**config.mk**
```make
export PLATFORM = sky130hd
export DESIGN_NAME = temporal_median_filter
export DESIGN_NICKNAME = d
export VERILOG_FILES = /design/src/hdl/tmf_pkg.sv /design/src/hdl/temporal_median_filter.sv /design/src/hdl/tmf_sort_cell.sv /design/src/hdl/tmf_window.sv
export SDC_FILE = /design/constraint.sdc
export NUM_CORES = 2
export LEC_CHECK = 0
export BUFFER_PORTS_ARGS = -buffer_cell sky130_fd_sc_hd__buf_2
export CORE_MARGIN = 2
export CORE_UTILIZATION = 43
export CTS_CLUSTER_DIAMETER = 100
export DETAILED_ROUTE_END_ITERATION = 8
export PLACE_DENSITY_LB_ADDON = 0.1
export RECOVER_POWER = 50
export REMOVE_ABC_BUFFERS = 1
export SLEW_MARGIN = 0
export SYNTH_ARGS = -nofsm -noshare
export SYNTH_HDL_FRONTEND = slang
export SYNTH_SLANG_ARGS = --single-unit
```
**constraint.sdc**
```tcl
create_clock -name aclk -period 50 [get_ports aclk]
set_input_delay 2.5 -clock aclk [delete_from_list [all_inputs] [get_ports aclk]]
set_output_delay 2.5 -clock aclk [all_outputs]
set_load 0.05 [all_outputs]
```
**src/hdl/tmf_pkg.sv**
```systemverilog
// ----------------------------------------------------------------------------
// tmf_pkg
// Types and constants shared by the temporal median filter modules.
// ----------------------------------------------------------------------------
package tmf_pkg;

    // Width of the window radius register.
    localparam int RADIUS_BITS = 4;

    // Control bits handed from one sort cell to the next.
    typedef struct packed {
        logic vld;    // the cell holds a sample
        logic shift;  // the cell moves its sample one place up on this insert
    } link_t;

endpackage

```
**src/hdl/temporal_median_filter.sv**
```systemverilog
// ----------------------------------------------------------------------------
// temporal_median_filter
// Each result is built from one window read per sample into the sort chain,
// then the last insert, then a load of the output register, which waits while
// the output is stalled. A new sample is taken only in the idle state, once every
// result of the previous one is loaded; an item with no result stays in idle.
// Synchronous active-low reset empties the sort chain, ends any series and
// sets the window radius to 1; no clearing pass is needed.
// ----------------------------------------------------------------------------
module temporal_median_filter #(
    parameter  int MAX_RADIUS  = 14,
    parameter  int SAMPLE_BITS = 32,
    localparam int TDATA_BITS  = ((SAMPLE_BITS + 7) / 8) * 8
) (
    input  logic                              aclk,
    input  logic                              aresetn,
    // Configuration: window radius.
    input  logic                              cfg_we,
    input  logic [tmf_pkg::RADIUS_BITS-1:0]   cfg_wdata,
    // Input samples.
    input  logic                              s_tvalid,
    output logic                              s_tready,
    input  logic [TDATA_BITS-1:0]             s_tdata,  // sample_value
    input  logic                              s_tlast,  // last_of_series
    input  logic [0:0]                        s_tuser,  // voxel_enabled
    // Filtered results.
    output logic                              m_tvalid,
    input  logic                              m_tready,
    output logic [TDATA_BITS-1:0]             m_tdata,  // median_value
    output logic                              m_tlast   // last_result
);

    // Window depth, and the widths of the radius, frame count and sample counter.
    localparam int WIN  = 2 * MAX_RADIUS + 1;
    localparam int AW   = $clog2(WIN);
    localparam int CNTW = $clog2(WIN + 1);
    localparam int RW   = $clog2(MAX_RADIUS + 1);
    localparam int FW   = $clog2(MAX_RADIUS + 2);

    typedef enum logic [1:0] {
        ST_IDLE,
        ST_SORT,
        ST_EMIT
    } state_t;

    state_t                          state_reg, state_next;
    logic [tmf_pkg::RADIUS_BITS-1:0] cfg_reg, cfg_next;
    logic                            started_reg, started_next;
    logic [FW-1:0]                   fs_reg, fs_next;
    logic                            m_valid_reg, m_valid_next;
    logic [SAMPLE_BITS-1:0]          m_data_reg, m_data_next;
    logic                            m_last_reg, m_last_next;

    // Per-item job description, captured when the sample is accepted.
    logic [RW-1:0]   r_reg, r_next;
    logic [RW-1:0]   d_reg, d_next;
    logic [RW-1:0]   top_reg, top_next;
    logic            main_reg, main_next;
    logic            flush_reg, flush_next;
    logic            last_reg, last_next;
    logic            en_reg, en_next;
    logic [CNTW-1:0] cnt_reg, cnt_next;

    logic            s_accept;
    logic            out_free;
    logic [RW-1:0]   r_eff;
    logic [FW-1:0]   fs_new;
    logic            emit_main;
    logic            want_flush;
    logic [CNTW-1:0] r_m1;
    logic [CNTW-1:0] fs_m1;
    logic [RW-1:0]   top_new;
    logic [CNTW-1:0] n_samples;
    logic [CNTW-1:0] base_idx;
    logic [CNTW:0]   diff_idx;
    logic [AW-1:0]   rd_idx;
    logic            rd_en;
    logic            rd_vld;
    logic [SAMPLE_BITS-1:0] rd_data;
    logic            sort_clear;
    logic            emit_load;
    logic            job_last;

    tmf_pkg::link_t         cell_link [WIN];
    logic [SAMPLE_BITS-1:0] cell_val  [WIN];
    logic [SAMPLE_BITS-1:0] median;

    assign s_tready = (state_reg == ST_IDLE);
    assign s_accept = s_tvalid && s_tready;
    assign out_free = !m_valid_reg || m_tready;

    // A radius register above the maximum acts as the maximum.
    assign r_eff = (int'(cfg_reg) > MAX_RADIUS) ? RW'(MAX_RADIUS) : RW'(cfg_reg);

    // Frame count after this sample; it saturates at MAX_RADIUS+1, which is enough
    // to know that every frame of the window is real.
    always_comb begin
        if (!started_reg) begin
            fs_new = FW'(1);
        end else if (int'(fs_reg) < MAX_RADIUS + 1) begin
            fs_new = FW'(fs_reg + 1'b1);
        end else begin
            fs_new = fs_reg;
        end
    end

    // The centered median is due once r frames past the center have arrived.
    // The final sample also flushes the frames still owed, from the oldest one
    // (r-1 frames back, or the first frame of a short series) down to itself.
    assign emit_main  = CNTW'(fs_new) > CNTW'(r_eff);
    assign want_flush = s_tlast && (r_eff != '0);
    assign r_m1       = CNTW'(r_eff) - 1'b1;
    assign fs_m1      = CNTW'(fs_new) - 1'b1;
    assign top_new    = (r_m1 < fs_m1) ? RW'(r_m1) : RW'(fs_m1);

    // For offset d the window spans taps d+r down to d-r; taps below zero
    // replicate the newest sample.
    assign n_samples = CNTW'({r_reg, 1'b1});
    assign base_idx  = CNTW'(d_reg) + CNTW'(r_reg);
    assign diff_idx  = {1'b0, base_idx} - {1'b0, cnt_reg};
    assign rd_idx    = diff_idx[CNTW] ? '0 : diff_idx[AW-1:0];
    assign rd_en     = (state_reg == ST_SORT) && (cnt_reg != n_samples);

    // The chain is emptied while the first sample of a job is being read.
    assign sort_clear = (state_reg == ST_SORT) && (cnt_reg == '0);
    assign emit_load  = (state_reg == ST_EMIT) && out_free;
    assign job_last   = main_reg ? (last_reg && (r_reg == '0)) : (d_reg == '0);
    assign median     = cell_val[AW'(r_reg)];

    always_comb begin
        state_next   = state_reg;
        cfg_next     = cfg_reg;
        started_next = started_reg;
        fs_next      = fs_reg;
        m_valid_next = m_valid_reg;
        m_data_next  = m_data_reg;
        m_last_next  = m_last_reg;
        r_next       = r_reg;
        d_next       = d_reg;
        top_next     = top_reg;
        main_next    = main_reg;
        flush_next   = flush_reg;
        last_next    = last_reg;
        en_next      = en_reg;
        cnt_next     = cnt_reg;

        if (cfg_we) begin
            cfg_next = cfg_wdata;
        end

        // The output register empties on its own handshake unless reloaded below.
        if (m_valid_reg && m_tready) begin
            m_valid_next = 1'b0;
        end

        unique case (state_reg)
            ST_IDLE: begin
                if (s_accept) begin
                    started_next = !s_tlast;
                    fs_next      = s_tlast ? '0 : fs_new;
                    r_next       = r_eff;
                    top_next     = top_new;
                    flush_next   = want_flush;
                    last_next    = s_tlast;
                    en_next      = s_tuser[0];
                    cnt_next     = '0;
                    if (emit_main) begin
                        main_next  = 1'b1;
                        d_next     = r_eff;
                        state_next = ST_SORT;
                    end else if (want_flush) begin
                        main_next  = 1'b0;
                        d_next     = top_new;
                        state_next = ST_SORT;
                    end
                end
            end
            ST_SORT: begin
                if (cnt_reg != n_samples) begin
                    cnt_next = CNTW'(cnt_reg + 1'b1);
                end else begin
                    // The last sample enters the chain in this cycle.
                    state_next = ST_EMIT;
                end
            end
            ST_EMIT: begin
                if (out_free) begin
                    m_valid_next = 1'b1;
                    m_data_next  = en_reg ? median : '0;
                    m_last_next  = job_last;
                    cnt_next     = '0;
                    if (main_reg && flush_reg) begin
                        main_next  = 1'b0;
                        d_next     = top_reg;
                        state_next = ST_SORT;
                    end else if (!main_reg && (d_reg != '0)) begin
                        d_next     = d_reg - 1'b1;
                        state_next = ST_SORT;
                    end else begin
                        state_next = ST_IDLE;
                    end
                end
            end
            default: begin
                state_next = ST_IDLE;
            end
        endcase
    end

    always_ff @(posedge aclk) begin
        if (!aresetn) begin
            state_reg   <= ST_IDLE;
            cfg_reg     <= tmf_pkg::RADIUS_BITS'(1);
            started_reg <= 1'b0;
            fs_reg      <= '0;
            m_valid_reg <= 1'b0;
        end else begin
            state_reg   <= state_next;
            cfg_reg     <= cfg_next;
            started_reg <= started_next;
            fs_reg      <= fs_next;
            m_valid_reg <= m_valid_next;
        end
        m_data_reg <= m_data_next;
        m_last_reg <= m_last_next;
        r_reg      <= r_next;
        d_reg      <= d_next;
        top_reg    <= top_next;
        main_reg   <= main_next;
        flush_reg  <= flush_next;
        last_reg   <= last_next;
        en_reg     <= en_next;
        cnt_reg    <= cnt_next;
    end

    assign m_tvalid = m_valid_reg;
    assign m_tdata  = TDATA_BITS'(m_data_reg);
    assign m_tlast  = m_last_reg;

    // The first sample of a series fills the whole window.
    tmf_window #(
        .SAMPLE_BITS (SAMPLE_BITS),
        .DEPTH       (WIN)
    ) u_window (
        .aclk    (aclk),
        .aresetn (aresetn),
        .wr_en   (s_accept),
        .fill    (!started_reg),
        .wr_data (s_tdata[SAMPLE_BITS-1:0]),
        .rd_en   (rd_en),
        .rd_idx  (rd_idx),
        .rd_vld  (rd_vld),
        .rd_data (rd_data)
    );

    // Sorted chain: every read sample is inserted as it arrives, and after the
    // last insert the cell at position r holds the median.
    for (genvar k = 0; k < WIN; k++) begin : g_cell
        tmf_pkg::link_t         prev_link;
        logic [SAMPLE_BITS-1:0] prev_data;

        if (k == 0) begin : g_head
            assign prev_link = '{vld: 1'b0, shift: 1'b0};
            assign prev_data = '0;
        end else begin : g_body
            assign prev_link = cell_link[k-1];
            assign prev_data = cell_val[k-1];
        end

        tmf_sort_cell #(
            .SAMPLE_BITS (SAMPLE_BITS)
        ) u_cell (
            .aclk      (aclk),
            .aresetn   (aresetn),
            .clear     (sort_clear),
            .insert    (rd_vld),
            .ins_data  (rd_data),
            .prev_link (prev_link),
            .prev_data (prev_data),
            .cell_link (cell_link[k]),
            .cell_data (cell_val[k])
        );
    end

    // The first two cells stay in ascending order, with no gap below a filled second cell.
    a_chain_sorted: assert property (@(posedge aclk) disable iff (!aresetn)
        cell_link[1].vld |-> cell_link[0].vld && ($signed(cell_val[0]) <= $signed(cell_val[1])))
        else $error("sort chain out of order");

    // Window reads only feed the chain during a sort job.
    a_insert_in_sort: assert property (@(posedge aclk) disable iff (!aresetn)
        rd_vld |-> state_reg == ST_SORT)
        else $error("insert outside of a sort job");

    // The sample counter never passes the window length.
    a_cnt_bound: assert property (@(posedge aclk) disable iff (!aresetn)
        state_reg == ST_SORT |-> cnt_reg <= n_samples)
        else $error("sample counter past window length");

    // Frame offsets never exceed the radius of the running job.
    a_offset_bound: assert property (@(posedge aclk) disable iff (!aresetn)
        state_reg != ST_IDLE |-> d_reg <= r_reg)
        else $error("frame offset beyond radius");

    // A masked voxel always yields zero.
    a_mask_zero: assert property (@(posedge aclk) disable iff (!aresetn)
        emit_load && !en_reg |=> m_tdata[SAMPLE_BITS-1:0] == '0)
        else $error("masked result not zero");

endmodule

```
**src/hdl/tmf_sort_cell.sv**
```systemverilog
// ----------------------------------------------------------------------------
// tmf_sort_cell
// One place of the sorted sample chain; inserts keep the chain in ascending order.
// ----------------------------------------------------------------------------
module tmf_sort_cell #(
    parameter int SAMPLE_BITS = 32
) (
    input  logic                   aclk,
    input  logic                   aresetn,
    input  logic                   clear,
    input  logic                   insert,
    input  logic [SAMPLE_BITS-1:0] ins_data,
    input  tmf_pkg::link_t         prev_link,
    input  logic [SAMPLE_BITS-1:0] prev_data,
    output tmf_pkg::link_t         cell_link,
    output logic [SAMPLE_BITS-1:0] cell_data
);

    logic                   vld_reg;
    logic                   vld_next;
    logic [SAMPLE_BITS-1:0] data_reg;
    logic [SAMPLE_BITS-1:0] data_next;
    logic                   below;

    // An empty cell acts as plus infinity.
    assign below = !vld_reg || ($signed(ins_data) < $signed(data_reg));

    always_comb begin
        vld_next  = vld_reg;
        data_next = data_reg;
        if (clear) begin
            vld_next = 1'b0;
        end else if (insert && below) begin
            if (prev_link.shift) begin
                vld_next  = prev_link.vld;
                data_next = prev_data;
            end else begin
                vld_next  = 1'b1;
                data_next = ins_data;
            end
        end
    end

    always_ff @(posedge aclk) begin
        if (!aresetn) begin
            vld_reg <= 1'b0;
        end else begin
            vld_reg <= vld_next;
        end
        data_reg <= data_next;
    end

    assign cell_link.vld   = vld_reg;
    assign cell_link.shift = below;
    assign cell_data       = data_reg;

endmodule

```
**src/hdl/tmf_window.sv**
```systemverilog
// ----------------------------------------------------------------------------
// tmf_window
// Shift line of recent samples, newest first, with one registered read port.
// ----------------------------------------------------------------------------
module tmf_window #(
    parameter int SAMPLE_BITS = 32,
    parameter int DEPTH       = 29
) (
    input  logic                     aclk,
    input  logic                     aresetn,
    input  logic                     wr_en,
    input  logic                     fill,
    input  logic [SAMPLE_BITS-1:0]   wr_data,
    input  logic                     rd_en,
    input  logic [$clog2(DEPTH)-1:0] rd_idx,
    output logic                     rd_vld,
    output logic [SAMPLE_BITS-1:0]   rd_data
);

    logic [SAMPLE_BITS-1:0] tap_reg [DEPTH];
    logic [SAMPLE_BITS-1:0] rd_data_reg;
    logic                   rd_vld_reg;

    // A fill replicates the first sample of a series into every tap.
    always_ff @(posedge aclk) begin
        if (wr_en) begin
            tap_reg[0] <= wr_data;
            for (int k = 1; k < DEPTH; k++) begin
                tap_reg[k] <= fill ? wr_data : tap_reg[k-1];
            end
        end
    end

    always_ff @(posedge aclk) begin
        if (!aresetn) begin
            rd_vld_reg <= 1'b0;
        end else begin
            rd_vld_reg <= rd_en;
        end
        if (rd_en) begin
            rd_data_reg <= tap_reg[rd_idx];
        end
    end

    assign rd_vld  = rd_vld_reg;
    assign rd_data = rd_data_reg;

endmodule
```
==> summary.md <==
| Metric | Value |
|---|---|
| Wire per inst | roughly 25 microns |
| # fillers | 18900 |
| Initial core utilization | 43.4% |
| Worst skew pair latency | 0.84 ns |
| Ys async rst share | 0% |
| Die area | 211000 sq um |
| Seq/Total Area, Yosys | between 50% and 60% |
| Endpoint class of the critical path | register |
| Final hold slack | 0.513 ns |
| Period Utilization, post-route | between 20% and 30% |
| Depth of the CTS H-tree | 4 |
| Global route total overflow | 0 |
| Core area | about 200000 sq um |
| Initial antenna violation count | 7 |
| Worst-margin pin slew | between 8 and 9 ns |
| Power density over cell area | between 40 and 50 nW/um^2 |
| Failing checks | max-capacitance violations, max-slew violations |
| ANT nets after route | 0 |
| Area taken by multi-input logic gates | 38300 sq um |
| Initial DRC Count | 6118 |
| Yosys reg bits | 1555 |
| Clk buf depth | 3 |
| Vias per Instance | 5.88 |
| Routed vias | 63100 |
| Most common cell after layout, fill and taps aside | nand2_1 |
| Synth area leader | edfxtp_1 |
| Total track usage | 25.2% |
| Drt pass-1 iters | 8 |
| Top_reg_cell synth | edfxtp_1 |
| Chip Width | 459 microns |
| Root buffer cell | clkbuf_16 |
| Status | finished, violations left |
| IO buf count | slightly below 80 |
| First-pass GRT wire length | ~400 mm |
| Dpl cell area | ~92000 sq um |
| Largest net degree at the start of global routing | 177 |
| Final Hold Viols | 0 |
| Fin nets | 8436 |
| Worst-path clk slew | 0.06 ns |
| Netlist cell types | 97 |
| CTS tree | done |
| Fin. max-slew vios | 2470 |
| Num CTS Buffers | 181 |
| CTS sink count | 1555 |
| Setup crit start kind | register |
| Worst rel slew slack | -494% |
| HPWL Detailed | 169 mm |
| Leading cell types in the layout, fill and taps excluded | nand2_1 (2066), edfxtp_1 (1526), inv_1 (547) |
| Routed WL | between 200 and 300 mm |
| Setup Skew | 0.0441 ns |
| Syn_area_per_cell | between 10 and 15 sq um |
| Routability cong. | 0.844 |
| Share of cells above drive strength 1 | 12.3% |
| Setup Viol. Count Final | 0 |
| Die extent in y | ~460 microns |
| Hold buffer count at cts | 0 |
| Post-synth EDFFs | 1526 |
| Worst hold path type | reg -> reg |
| Main area contributors after synthesis | edfxtp_1 (52%), nand2_1 (8.7%), ha_1 (7.2%) |
| Overall power | 4.71 mW |
| Required time of the critical path | 50.48 ns |
| Post-Layout Cell Count | 10700 |
| Leak | ~38 nW |
| Critical path data arrival time | 13.21 ns |
| DRC viols | 0 |
| Post-layout instance area | 97300 sq um |
| Setup TNS Final | 0 ns |
| Max-cap violation count | 57 |
| Placed Cells | approximately 10000 |
| Final min period | 12.73 ns |
| Ports | about 80 |
| Vias in the first global route | roughly 62000 |
| Area Growth Syn to Fin | 9.38% |
| Setup repair after global routing missed its margin | false |
| Crit path max fanout | around 120 |
| Reg area | 46400 sq um |
| Max reg flops | just over 900 |
| Post_cts resized | 0 |
| Peak VDD IR | 73.1 uV |
| Site row count | 166 |
| Crit Path Category | reg -> reg |
| Synth warn | 0 |
| Setup bufs post-CTS | 0 |
| Syn Std Cell Area | 89000 sq um |
| Achievable clock frequency | 0.0785 GHz |
| Top cell type's share of synthesized area | 51.5% |
| Gate count after technology mapping | 8033 |
-- final timing paths --
| check | depth (start not counted) | endpoint | start | slack, ns |
|---|---|---|---|---|
| setup / recovery | 5 | m_tdata[29] | r_reg[1] | 37.27 |
| hold / removal | 2 | g_cell[15].u_cell.vld_reg | g_cell[15].u_cell.vld_reg | 0.51 |
| setup reg to reg | 5 | m_tdata[29] | r_reg[1] | 37.27 |
| hold reg to reg | 2 | g_cell[15].u_cell.vld_reg | g_cell[15].u_cell.vld_reg | 0.51 |
-- cell usage after synthesis (65+ instances only) --
cell type and instances:
edfxtp_1 1526, mux2i_1 150, and3_1 92, a21oi_1 234, mux2_1 70, a221oi_1 98
inv_1 548, nand4_1 74, nand2_1 2070, mux4_2 187, o21ai_0 208, ha_1 515
nor2_1 127, buf_1 84, nand3_1 190, buf_2 102, o2111ai_1 66, nor3_1 76
mux2_2 363, o211ai_1 65, clkbuf_1 345, o221ai_1 77
-- critical path: stages, from the launching register on --
cell      delay [ns]
edfxtp_1        0.32
clkbuf_1        6.13
nand2_1         3.56
o221ai_1        1.23
o22ai_1         0.19
nor3b_1         0.92
-- stage by stage --
stage	util, %	worst slack (ns)
final	47.4	37.27
after global routing	47.4	37.10
after CTS	47.7	43.48
after detailed placement	44.7	42.54
after global placement	44.7	42.64
after floorplan	-	28.00
-- kinds of logic after synthesis --
| group | synth area share [%] |
|---|---|
| AND/OR/NAND/NOR | 14.0 |
| flip-flops | 52.2 |
| AO/OA/AOI/OAI | 9.34 |
| buffers and inverters | 5.05 |
| multiplexers | 11.9 |
| adder cells (fa/ha/maj) | 7.33 |
| XOR/XNOR | 0.186 |
-- final cells by class --
cell class	count	share of cell area [%]
inverters	551	2.13
clock inverters	116	1.25
multi-input cells	5364	39.3
flip-flops and latches	1555	47.7
repair buffers	221	1.23
diodes	1	0.00257
well taps	2688	3.46
clock buffers	219	4.91
-- metal layers --
layer  global-route usage (%)  share of wire [%]  vias to the layer above  routed length [microns]
met4                     10.1                4.4                        2                    11800
li1                         -                  -                    29100                        -
met3                     2.96                5.3                      454                    14100
met1                     33.6                 42                    31600                   114000
met5                        0             0.0048                        -                       13
met2                     42.0                 48                     1900                   129000
-- where the power goes --
group	total (mW)	switching, mW	internal (mW)	leakage, nW
Combinational	1.65	1.12	0.527	20.5
Sequential	1.70	0.0805	1.62	14.7
Clock	1.36	0.572	0.785	2.93
Power figures use the tool's default switching activity.
